$ cat src/hdl/epw_pkg.sv
`timescale 1ns / 1ps
// ----------------------------------------------------------------------------
// Echo pulse width package
// Shared constants, types and codes for the echo pulse width unit.
// ----------------------------------------------------------------------------
package epw_pkg;

    // Field and window sizes
    localparam int DATA_W      = 16;
    localparam int FRAC_BITS   = 8;
    localparam int PROD_W      = 2 * DATA_W;
    localparam int WINDOW      = 10;
    localparam int TRIM_LOW    = 3;
    localparam int TRIM_COUNT  = 4;
    localparam int SUM_W       = DATA_W + $clog2(TRIM_COUNT);

    // Sort loop: the window plus one zero dummy held in the carry slot.
    // Bubble passes settle the top of the list, so only enough passes to
    // settle every rank from the trimmed low end upwards are run.
    localparam int SORT_LEN    = WINDOW + 1;
    localparam int SORT_PASSES = SORT_LEN - (TRIM_LOW + 1);

    localparam int PTR_W       = $clog2(WINDOW);
    localparam int STEP_W      = $clog2(SORT_LEN);
    localparam int PASS_W      = $clog2(SORT_PASSES);

    // Configuration port
    localparam int CFG_IDX_W   = 2;
    localparam logic [DATA_W-1:0] WRAP_RESET  = 16'd7999;
    localparam logic [DATA_W-1:0] SCALE_RESET = 16'd256;

    typedef logic [DATA_W-1:0] t_word;
    typedef logic [WINDOW-1:0][DATA_W-1:0] t_window;

    typedef enum logic [CFG_IDX_W-1:0] {
        REG_WRAP_ADDEND = 2'd0,
        REG_SCALE_Q8    = 2'd1
    } t_cfg_reg;

    typedef enum logic [2:0] {
        S_IDLE,
        S_SCALE,
        S_STORE,
        S_LOAD,
        S_SORT,
        S_EMIT
    } t_state;

    // Controls for the measurement datapath
    typedef struct packed {
        logic rise;
        logic fall;
        logic mul;
    } t_meas_ctl;

    // Controls for the shared compare-exchange loop
    typedef struct packed {
        logic load;
        logic cmp;
        logic turn;
    } t_sort_ctl;

endpackage

$ cat src/hdl/epw_measure.sv
`timescale 1ns / 1ps
// ----------------------------------------------------------------------------
// Echo pulse width measurement
// Latches the start count, forms the elapsed tick count with wrap
// correction and scales it by the Q8.8 factor with saturation.
// ----------------------------------------------------------------------------
module epw_measure import epw_pkg::*; (
    input  logic      i_clk,
    input  logic      i_rst_n,
    input  t_meas_ctl i_ctl,
    input  t_word     i_capture,
    input  t_word     i_wrap_addend,
    input  t_word     i_scale_q8,
    output t_word     o_ticks,
    output t_word     o_scaled
);

    t_word              r_start;
    t_word              r_ticks;
    logic [PROD_W-1:0]  r_prod;
    t_word              n_elapsed;

    // Elapsed count, adding the wrap addend when the counter rolled over
    always_comb begin
        if (i_capture < r_start) begin
            n_elapsed = i_wrap_addend + i_capture - r_start;
        end else begin
            n_elapsed = i_capture - r_start;
        end
    end

    // Hold the start count of the current pulse
    always_ff @(posedge i_clk) begin
        if (!i_rst_n) begin
            r_start <= '0;
        end else if (i_ctl.rise) begin
            r_start <= i_capture;
        end
    end

    // Capture elapsed ticks, then multiply by the scale factor
    always_ff @(posedge i_clk) begin
        if (i_ctl.fall) begin
            r_ticks <= n_elapsed;
        end
        if (i_ctl.mul) begin
            r_prod <= PROD_W'(r_ticks) * PROD_W'(i_scale_q8);
        end
    end

    // Drop the fraction and saturate to the sample width
    assign o_scaled = (|r_prod[PROD_W-1:DATA_W+FRAC_BITS])
                    ? '1 : r_prod[DATA_W+FRAC_BITS-1:FRAC_BITS];
    assign o_ticks  = r_ticks;

endmodule

$ cat config.mk
export PLATFORM = sky130hd
export DESIGN_NAME = epw_measure
export DESIGN_NICKNAME = d
export VERILOG_FILES = /design/src/hdl/epw_pkg.sv /design/src/hdl/epw_measure.sv
export SDC_FILE = /design/constraint.sdc
export NUM_CORES = 1
export LEC_CHECK = 0
export BUFFER_PORTS_ARGS = -buffer_cell sky130_fd_sc_hd__buf_2
export CORE_ASPECT_RATIO = 1.1
export CORE_UTILIZATION = 30
export CTS_CLUSTER_SIZE = 8
export DETAILED_ROUTE_END_ITERATION = 8
export MAX_ROUTING_LAYER = met4
export SYNTH_ARGS = -nofsm -noshare
export SYNTH_HDL_FRONTEND = slang
export SYNTH_SLANG_ARGS = --single-unit
$ cat constraint.sdc
create_clock -name i_clk -period 8.4 [get_ports i_clk]
set_input_delay 1.68 -clock i_clk [delete_from_list [all_inputs] [get_ports i_clk]]
set_output_delay 1.68 -clock i_clk [all_outputs]
set_load 0.005 [all_outputs]
Word-level counts from Yosys, hierarchy flattened
Index checks and enable logic that the tools add are counted.
- add/sub/neg operators: 3
- multipliers: 1
- $lt $le $gt $ge: 1
- multiplexer cells: 2
- reduce and logical (&&, ||, !) cells: 1
- operators by type and width (operator ; number):
    $mul 16x16->32 ; 1
    $mux 16 ; 2
    $sub 16x16->16 ; 2
    $add 16x16->16 ; 1
    $lt 16x16->1 ; 1
    $reduce_or 8->1 ; 1
- bits in registers: 64
- input bits: 53
- output and inout bits: 32
- logic and storage cells: 11

Longest topological paths before layout
- depth after elaboration: 3
- depth in mapped cells: 23
- depth with buffers taken out: 21

Worst setup path after synthesis
No wires, ideal clock.
- kind: input-to-reg
- start point: input port i_scale_q8[7]
- end point: register r_prod[25] (data pin)
- setup time: 263 ps
- data arrival time: 6841 ps
- required time: 8137 ps
- setup slack: 1297 ps
- stages on the path: 23
- buffers on the path: 2
- path through: clkbuf_1 -> nand2_1 -> fa_1 -> inv_1 -> fa_1 -> inv_1 -> fa_1 -> inv_1 -> fa_1 -> fa_1 -> inv_1 -> fa_1 -> inv_1 -> ha_1 -> buf_6 -> a21o_1 -> a21oi_1 -> o21ai_1 -> a21oi_1 -> or2b_1 -> a31oi_2 -> o41ai_2 -> xnor2_1
- longest elaborated chain between the ends: 1
- ends and longest elaborated chain (element ; RTL line ; RTL):
    start, declared ; epw_measure.sv:13 ; input t_word i_scale_q8,
    $mul 16x16->32 ; epw_measure.sv:47 ; r_prod <= PROD_W'(r_ticks) * PROD_W'(i_scale_q8);
    end signal, assigned ; epw_measure.sv:47 ;
    end, declared ; epw_measure.sv:20 ; logic [PROD_W-1:0] r_prod;
No other way between the ends.
A chain may end at the register's enable or synchronous reset.

Worst setup path in the final report
Same ends and word-level chain as after synthesis.

==> flow_metrics.py <==
metrics = {
    "outcome": {
        "run_status": "finished, final reports clean",
    },
    "floorplanning": {
        "rows": 77,
        "die_w_um": 196,
        "io-pin-count": 85,
        "start_util_pct": 30.7,
        "fp.dieH_um": 215,
        "dieArea_um2": 42200,
        "coreArea_um2": 40500,
    },
    "worst_setup_path": {
        "cp-start-kind": "primary input",
        "required_ns": 8.49,
        "cp_max_fo": 16,
        "arrival_ns": 7.11,
        "critPathKind": "primary input to flip-flop",
        "critPathCaptureType": "flip-flop",
    },
    "sta": {
        "setup_violations": 0,
        "relSlewSlack_pct": 36.3,
        "slew_viol_final": 0,
        "hold_viol_final": 0,
        "fin_skew_ns": 0.0148,
        "final.setup.worst_slack_ns": 1.38,
        "tightest_slew_ns": 0.956,
        "max_freq_mhz": 142,
        "fin_crit_ns": 7.02,
        "tns_ns": 0,
        "rsz0062_at_grt": "no",
        "period_share_pct": 83.6,
    },
    "clock_tree": {
        "clockRootBuffer": "clkbuf_16",
        "clkLatencyLatePin_ns": 0.34,
        "cts.sinks": 56,
        "htree_num_levels": 2,
        "hold_buffers": 0,
        "cts.clk_slew.worst_paths_ns": 0.09,
        "clk_path_buf_depth": 2,
        "cts_buffers": 5,
        "cts_tree": "built",
        "ctsResizeCount": 0,
        "post-cts-setup-buffer-count": 0,
    },
    "detailed_routing": {
        "drtPass1Iterations": 5,
        "avgRoutedWirePerCell_um": 15.5,
        "detail-route-antenna-nets": 0,
        "drt_iter0_markers": 398,
        "drt-total-wl_um": 30100,
        "drt_drc_violations_left": 0,
        "vias_per_cell": 4.67,
        "dr_total_vias": 9064,
    },
    "synthesis": {
        "synth_edf_count": 40,
        "ys_ff_latch": 56,
        "synthFlopType": "edfxtp_1",
        "syn_inst": 1378,
        "yosysUniqueCellTypes": 66,
        "synth_top_area_cell": "fa_1",
        "avgSynthCellArea_um2": 9.01,
        "post_synth_main_area_contributors": "fa_1, ha_1, edfxtp_1",
        "synth.net_count": 1773,
        "ys_seq_area_share_pct": 12.3,
        "synth_area_um2": 12400,
        "async_flop_share_pct": 0,
        "synth_top_cell_area_share_pct": 33.7,
        "ys.warnings.count": 0,
    },
    "cells_and_area": {
        "nNetsFinal": 1823,
        "seq_area_um2": 1520,
        "multi_input_comb_area_um2": 9500,
        "synthToLayoutAreaGrowth_pct": 8.37,
        "antennaDiodeCount": 0,
        "nFillCells": 4229,
        "drive_gt1_share_pct": 9.10,
        "postLayoutCoreUtil_pct": 33.2,
        "stdcell_area_um2": 13500,
        "layout_commonest_cell": "inv_1",
        "final_cell_mix": "inv_1, fa_1, nand2_1, ha_1, and2_1",
    },
    "placement": {
        "post-place-ws_ns": 1.04,
        "io_buffers": 84,
        "routabilityCongestion": 0.855,
        "post_dp_cell_area_um2": 13300,
        "dp_hpwl_um": 24400,
    },
    "global_route": {
        "grt_max_degree": 25,
        "grt_usage_pct": 15.8,
        "grt_pass1_wl_um": 50500,
        "grt_overflow": 0,
        "grt_pass1_vias": 9827,
        "antenna_found_initial": 0,
    },
    "min_path": {
        "hp-class": "flip-flop to flip-flop",
    },
    "run": {
        "cap_violations": 0,
    },
}
sequential cells by signal (all words and copies together), names as in the netlist:
name     cells
r_prod      24
o_ticks     16
r_start     16
cell type report:
cell class	instances	share of cell area [%]
repair buffers	85	3.18
well taps	513	4.77
clock inverters	3	0.214
multi-input cells	959	70.6
clock buffers	5	0.930
flip-flops and latches	56	11.3
inverters	321	8.96
cells in the mapped netlist, types with 2 or more instances:
library cell	n
a211o_1	2
a211oi_1	7
a21boi_1	2
a21o_1	13
a21o_2	2
a21oi_1	41
a21oi_2	2
a31oi_1	5
and2_1	119
and3_1	5
buf_6	3
clkbuf_1	37
dfxtp_1	16
edfxtp_1	40
fa_1	209
ha_1	133
inv_1	320
mux2i_1	22
nand2_1	166
nand2b_1	4
nand3_1	14
nand4_1	5
nor2_1	38
nor2b_1	20
nor3_1	9
nor3_2	2
nor3b_1	2
nor4_1	2
o211ai_1	4
o21a_1	8
o21ai_0	15
o21ai_1	11
o21bai_1	2
o31ai_1	3
o41ai_2	2
or2_2	18
or2b_1	2
or3_1	4
or4_1	2
xnor2_1	27
xor2_1	15
kinds of logic (layout without fill, tap and decap cells):
kind of cell	Yosys count	count (layout)	share of synthesized area, %
mux	23	23	1.86
flops	56	56	12.3
compound gates	137	137	7.86
buf+inv	363	414	11.2
fa+ha+maj	342	342	47.1
xor+xnor	42	42	2.96
simple gates	415	415	16.8
critical path, cell delays in order:
cell     delay (ns)
buf_2          0.26
nand2_1        0.13
fa_1           0.57
inv_1          0.05
fa_1           0.49
inv_1          0.05
fa_1           0.52
inv_1          0.05
fa_1           0.45
fa_1           0.50
inv_1          0.05
fa_1           0.47
inv_1          0.04
ha_1           0.36
a21o_1         0.21
a21oi_1        0.14
o21ai_1        0.09
a21oi_1        0.21
or2b_1         0.20
a31oi_2        0.14
o41ai_2        0.33
xnor2_1        0.11
worst paths after layout:
check	slack, ns	end	cells after the start	startpoint
min reg2reg	0.53	r_start[15]	2	r_start[15]
max	1.38	r_prod[25]	22	i_scale_q8[7]
max reg2reg	1.99	r_prod[25]	21	o_ticks[6]
min	0.53	r_start[15]	2	r_start[15]
stage by stage:
stage,hold slack (ns),instances
global route,0.580,1942
CTS,0.537,1942
floorplan,0.483,1378
finish,0.533,1942
detailed placement,0.511,1934
global placement,0.500,1934
metal layers:
metal | share of wire [%] | vias up | GRT usage (%)
li1 | - | 4335 | -
met1 | 45 | 4536 | 19.3
met2 | 49 | 161 | 26.9
met3 | 3.4 | 32 | 2.15
met4 | 2.2 | 0 | 4.69
met5 | 0 | - | -
Power is not shown: default switching activity piles up to over one toggle a cycle in this logic, so the estimate is an artifact.
