<file path="config.mk">
export PLATFORM = sky130hd
export DESIGN_NAME = epw_sorter
export DESIGN_NICKNAME = d
export VERILOG_FILES = /design/src/hdl/epw_pkg.sv /design/src/hdl/epw_sorter.sv
export SDC_FILE = /design/constraint.sdc
export NUM_CORES = 1
export LEC_CHECK = 0
export BUFFER_PORTS_ARGS = -buffer_cell sky130_fd_sc_hd__buf_2
export CORE_MARGIN = 8
export CORE_UTILIZATION = 37
export CTS_BUF_LIST = sky130_fd_sc_hd__clkbuf_16
export CTS_CLUSTER_SIZE = 24
export DETAILED_ROUTE_END_ITERATION = 7
export PLACE_DENSITY_LB_ADDON = 0.05
export REMOVE_ABC_BUFFERS = 1
export SYNTH_ARGS = -nofsm -noshare
export SYNTH_HDL_FRONTEND = slang
export SYNTH_SLANG_ARGS = --single-unit
</file>
<file path="constraint.sdc">
create_clock -name i_clk -period 7.3 [get_ports i_clk]
set_clock_uncertainty 0.1 [all_clocks]
set_input_delay 1.46 -clock i_clk [delete_from_list [all_inputs] [get_ports i_clk]]
set_output_delay 1.46 -clock i_clk [all_outputs]
set_load 0.01 [all_outputs]
</file>
<file path="src/hdl/epw_pkg.sv">
`timescale 1ns / 1ps
// ----------------------------------------------------------------------------
// Echo pulse width package
// Shared constants, types and codes for the echo pulse width unit.
// ----------------------------------------------------------------------------
package epw_pkg;

    // Field and window sizes
    localparam int DATA_W      = 16;
    localparam int FRAC_BITS   = 8;
    localparam int PROD_W      = 2 * DATA_W;
    localparam int WINDOW      = 10;
    localparam int TRIM_LOW    = 3;
    localparam int TRIM_COUNT  = 4;
    localparam int SUM_W       = DATA_W + $clog2(TRIM_COUNT);

    // Sort loop: the window plus one zero dummy held in the carry slot.
    // Bubble passes settle the top of the list, so only enough passes to
    // settle every rank from the trimmed low end upwards are run.
    localparam int SORT_LEN    = WINDOW + 1;
    localparam int SORT_PASSES = SORT_LEN - (TRIM_LOW + 1);

    localparam int PTR_W       = $clog2(WINDOW);
    localparam int STEP_W      = $clog2(SORT_LEN);
    localparam int PASS_W      = $clog2(SORT_PASSES);

    // Configuration port
    localparam int CFG_IDX_W   = 2;
    localparam logic [DATA_W-1:0] WRAP_RESET  = 16'd7999;
    localparam logic [DATA_W-1:0] SCALE_RESET = 16'd256;

    typedef logic [DATA_W-1:0] t_word;
    typedef logic [WINDOW-1:0][DATA_W-1:0] t_window;

    typedef enum logic [CFG_IDX_W-1:0] {
        REG_WRAP_ADDEND = 2'd0,
        REG_SCALE_Q8    = 2'd1
    } t_cfg_reg;

    typedef enum logic [2:0] {
        S_IDLE,
        S_SCALE,
        S_STORE,
        S_LOAD,
        S_SORT,
        S_EMIT
    } t_state;

    // Controls for the measurement datapath
    typedef struct packed {
        logic rise;
        logic fall;
        logic mul;
    } t_meas_ctl;

    // Controls for the shared compare-exchange loop
    typedef struct packed {
        logic load;
        logic cmp;
        logic turn;
    } t_sort_ctl;

endpackage

</file>
<file path="src/hdl/epw_sorter.sv">
`timescale 1ns / 1ps
// ----------------------------------------------------------------------------
// Echo pulse width sorter
// Rotating bubble sort over a copy of the window using one shared
// compare-exchange unit, plus the mean of the middle ranks.
// ----------------------------------------------------------------------------
module epw_sorter import epw_pkg::*; (
    input  logic      i_clk,
    input  t_sort_ctl i_ctl,
    input  t_window   i_window,
    output t_word     o_mean
);

    // The list is carry followed by the buffer; carry starts as a zero dummy,
    // so buffer slot k ends up holding window rank k.
    t_word            r_carry;
    t_window          r_buf;
    t_word            w_head;
    t_word            w_lo;
    t_word            w_hi;
    t_word            n_tail;
    t_word            n_carry;
    logic [SUM_W-1:0] w_sum;

    // Shared compare-exchange unit
    assign w_head = r_buf[0];
    assign w_lo   = (r_carry > w_head) ? w_head : r_carry;
    assign w_hi   = (r_carry > w_head) ? r_carry : w_head;

    // Turn: drop the pass maximum at the tail and pick up the new list head
    assign n_tail  = i_ctl.turn ? r_carry : w_lo;
    assign n_carry = i_ctl.turn ? w_head : w_hi;

    // Load the copy, or rotate the loop by one slot
    always_ff @(posedge i_clk) begin
        if (i_ctl.load) begin
            r_carry <= '0;
            r_buf   <= i_window;
        end else if (i_ctl.cmp || i_ctl.turn) begin
            r_carry <= n_carry;
            for (int k = 0; k < WINDOW - 1; k++) begin
                r_buf[k] <= r_buf[k+1];
            end
            r_buf[WINDOW-1] <= n_tail;
        end
    end

    // Sum the middle ranks and divide by their count
    always_comb begin
        w_sum = '0;
        for (int k = 0; k < TRIM_COUNT; k++) begin
            w_sum = w_sum + SUM_W'(r_buf[TRIM_LOW+k]);
        end
    end

    assign o_mean = w_sum[SUM_W-1:$clog2(TRIM_COUNT)];

endmodule

</file>
======== After elaboration in Yosys (flattened, before gate mapping) ========
Cells that the tools add are included.
operators by class
  reduce and logical (&&, ||, !) cells .... 3
  muxes and demuxes ....................... 6
  $add $sub $neg .......................... 3
  magnitude comparators ................... 1
  equality and inequality tests ........... 1
operators with widths
  kind                  number
  $mux W160             2
  $mux W16              4
  $add A17 B16 Y18      1
  $add A18 B16 Y18      1
  $add A16 B16 Y17      1
  $gt A16 B16 Y1        1
  $ne A2 B2 Y1 const B  1
  $reduce_and A2 Y1     1
  $reduce_bool A2 Y1    1
  $logic_or A1 B1 Y1    1
storage, ports and cells
  output and inout bits ................... 16
  input bits .............................. 164
  logic and storage cells ................. 25
  bits in registers ....................... 176

======== Logic depth before layout (Yosys ltp) ========
  word-level depth ........................ 5
  depth in mapped cells ................... 13
  mapped depth without buffers ............ 13

======== Worst setup path before layout ========
No wires, ideal clock.
  path type ............................... input-to-reg
  from .................................... input port i_ctl[2] in the netlist's numbering
  to ...................................... register r_buf[100] in the netlist's numbering, enable pin
  arrival time ............................ 5,471 ps
  buffers on the path ..................... 2
  stages on the path ...................... 3
  setup slack ............................. 1,199 ps
  library setup time ...................... 530 ps
  cell sequence ........................... clkbuf_1 > clkbuf_1 > or3_1
on the way
  longest elaborated chain between the ends .. 1
ends and longest elaborated chain
  what                            RTL line          text
  start: declaration              epw_sorter.sv:9   input t_sort_ctl i_ctl,
  $reduce_bool A2 Y1 (no line)    -
  end signal: assignment          epw_sorter.sv:38  r_buf <= i_window;
  end signal: indexed assignment  epw_sorter.sv:42  r_buf[k] <= r_buf[k+1];
  end signal: indexed assignment  epw_sorter.sv:44  r_buf[WINDOW-1] <= n_tail;
  end: declaration                epw_sorter.sv:17  t_window r_buf;
Every way passes these cells.
A chain may end at the register's enable or synchronous reset.

======== Final worst setup path ========
  from .................................... register r_buf[49] in the netlist's numbering
  to ...................................... output port o_mean[15]
on the way
  longest elaborated chain between the ends .. 3
ends and longest elaborated chain
  what              RTL line          text
  $add A16 B16 Y17  epw_sorter.sv:52  w_sum = w_sum + SUM_W'(r_buf[TRIM_LOW+k]);
  $add A17 B16 Y18  epw_sorter.sv:52
  $add A18 B16 Y18  epw_sorter.sv:52
  end: declaration  epw_sorter.sv:11  output t_word o_mean
Every way passes these cells.

==> results.md <==
* DR DRC count at 0
* # port buffers at 179
* Worst-path maximum fanout at 3
* Vias in the first global route at 6,633
* Cts repair resizes at 0
* Starting DRT DRC Count at 323
* Buffer depth of the longest clock path at 2
* Largest stage delay, worst path at 540 ps
* Slew margin rel. at 27.79%
* CTS Buf Count at 17
* Die Span Y at 176.0 um
* Synth Flop Type: edfxtp_1
* Netlist cell types at 43
* # IOs at 180
* Maxcap violations at 0
* Post-layout min period at 5722 ps
* CTS root buf: clkbuf_16
* Comb pwr share at 35.9%
* EDFF count, synth at 160
* Share of cells above drive strength 1 at 31.61%
* Multi-input logic area at 0.003794 mm2
* Hold Crit Class: reg -> reg
* Final GP Congestion at 0.7754
* Worst setup EP type: output port
* Mean post-synth cell area at 12.33 um2
* Final setup vio count at 0
* CTS Sinks at 176
* Num rows at 58
* Crit path top cell by count: fa_1
* Core area at 0.02518 mm2
* CP max stage cell: fa_1
* Drt first pass iters at 5
* Synthesized area at 0.009473 mm2
* Vias per cell at 4.766
* DP HPWL at 15,460 um
* CP Class: reg -> out
* Pin count of the biggest net entering global routing at 115
* Max Clock Freq at 0.1748 GHz
* Clock share of power at 27.8%
* H-tree depth at 4
* Placed Instances at 1,250
* Initial antenna violation count at 0
* Cts hold-fix bufs at 0
* RSZ-0062 raised after global routing: no
* Critical-path cell list: inv_1 > fa_1 > inv_1 > fa_1 > nand2_1 > nor2_1 > fa_1 > a21oi_1 > o21ai_0 > a21oi_1 > nor2_1 > a311oi_1 > o21ai_0 > buf_2
* Total number of vias at 6,096
* First-pass GRT wire length at 34,270 um
* Tcrit/Tclk final at 78.38%
* Ys Warns at 0
* Starting Density at 37.62%
* Post-Syn Instances at 768
* Most frequent cells in the layout: 178 x buf_2, 160 x edfxtp_1, 112 x inv_1, 83 x mux2_2, 69 x nand2_1
* # nets final at 1,166
* Final Max Tran Viols at 0
* Sw frac at 33.32%
* Chip width at 176.0 um
* Post-route non-filler standard cell count at 1,279
* Register area share after synthesis at 54.10%
* Commonest non-fill, non-tap cell in the layout: buf_2
* Worst-path clk slew at 70 ps
* Synth Register Bits at 176
* FILL cells at 2,381
* Ant diodes at 0
* Async S/R FF share, synth at 0%
* Synth-to-Final Area Change at 19.39%
* Seq pwr share at 36.3%
* Crit path DAT at 4160 ps
* Clock latency on the worst-skew pair at 420 ps
* Grt total ovfl at 0
* Leakage at 5.155 nW
* Critical Path RT at 5740 ps
* Antenna Violating Nets Remaining at 0
* Register area at 0.005125 mm2
* Worst-margin pin slew at 1083 ps
* Worst setup margin at 1578 ps
* Setup Buffers After CTS at 0
* Routed wire length at 21,160 um
* Power density cells at 310.2 mW/mm2
* Critical Path Start Type: register
* GRT Overall Usage at 14.01%
* Final Hold Viols at 0
* Die Area at 0.03098 mm2
* Sum Neg Setup Slack at 0 ps
* Wire per inst at 16.54 um
* Max rail drop VDD at 0.2341 mV
* Switching pwr at 0.001169 W
* P_int at 0.002339 W
* Setup WS pre-CTS at 2016 ps
* Status: finished, final reports clean
* TritonCTS clock tree: yes
worst paths after layout:
kind                                 start          to  slack, ps  cells past startpoint
worst max-delay path             r_buf[49]  o_mean[15]       1580                     14
worst min-delay path            r_carry[7]  r_carry[7]        410                      2
worst max register to register  w_head[15]  r_carry[5]       4390                      8
worst min register to register  r_carry[7]  r_carry[7]        410                      2
final cells by class:
| cell class | instances | share of cell area [%] |
|---|---|---|
| Clock buffer | 17 | 3.761 |
| Sequential cell | 176 | 45.31 |
| Tap cell | 330 | 3.651 |
| Inverter | 112 | 3.717 |
| Clock inverter | 12 | 1.637 |
| Timing Repair Buffer | 183 | 8.375 |
| Multi-Input combinational cell | 449 | 33.54 |
per-stage QoR:
step                hold WS, ps  cell area [um2]  utilization [%]  power, W
floorplan                 372.7             9334                -  0.002086
global placement          390.4            10700            42.49  0.002558
detailed placement        399.7            10700            42.49  0.002576
CTS                       413.4            11310            44.91  0.003563
global route              439.8            11310            44.91  0.003748
finish                    411.5            11310            44.91  0.003508
worst max-delay path, delay by kind of cell (launching register included):
family / cells / cell delay [ps]
buffers and inverters: 3 / 270
adders and majority gates: 3 / 1430
and+or+nand+nor: 3 / 280
AOI/OAI and AO/OA: 5 / 1430
DFF: 1 / 330
sequential cells by signal, indices dropped and copies added, names as in the netlist:
register / flops
w_head: 16
r_buf: 144
r_carry: 16
Yosys cell counts (2+ instances only):
cell type	number	share of area, %
mux2i_1	32	3.4
nand2b_1	33	2.2
nor2b_1	3	0.20
xnor2_1	7	0.65
xor2_1	7	0.65
or3_1	2	0.13
ha_1	31	4.1
nor2_1	11	0.44
dfxtp_1	16	3.4
nand2_1	69	2.7
o211ai_1	2	0.16
a311oi_1	2	0.18
clkbuf_1	27	1.1
a21o_1	20	1.6
a21oi_1	15	0.79
nand4_1	3	0.20
nand4b_1	2	0.18
inv_1	112	4.4
o21a_1	2	0.16
mux2_2	83	9.9
o21ai_0	67	3.5
fa_1	32	6.8
a211oi_1	5	0.40
edfxtp_1	160	51
nand3_1	4	0.21
and3_1	4	0.26
logic make-up (layout without fill, tap and decap cells):
logic type      count (synthesis)  count (layout)  synth area share (%)
compound gates                123             123                 7.859
xor+xnor                       14              14                 1.294
fa+ha+maj                      63              63                 10.86
buf+inv                       143             324                 5.904
flops                         176             176                 54.10
mux                           115             115                 13.25
simple gates                  134             134                 6.736
power by group through the flow:
stage          logic, W  registers, W  clock network [W]
2_1_floorplan  0.000798       0.00129                  0
3_3_place_gp    0.00127       0.00129                  0
3_5_place_dp    0.00128       0.00130                  0
4_1_cts         0.00129       0.00128           0.000998
5_1_grt         0.00142       0.00129            0.00104
6_report        0.00126       0.00127           0.000974
per-layer routing:
metal  GRT usage [%]  part of all wire, %  vias to the layer above
met5               0                    0                        -
met4           4.168                 0.95                        0
met3           3.504                  4.7                       12
met2           23.07                   48                      135
met1           17.98                   46                     2936
li1                -                    -                     3013
No activity file was read; power rests on OpenSTA's default activity.
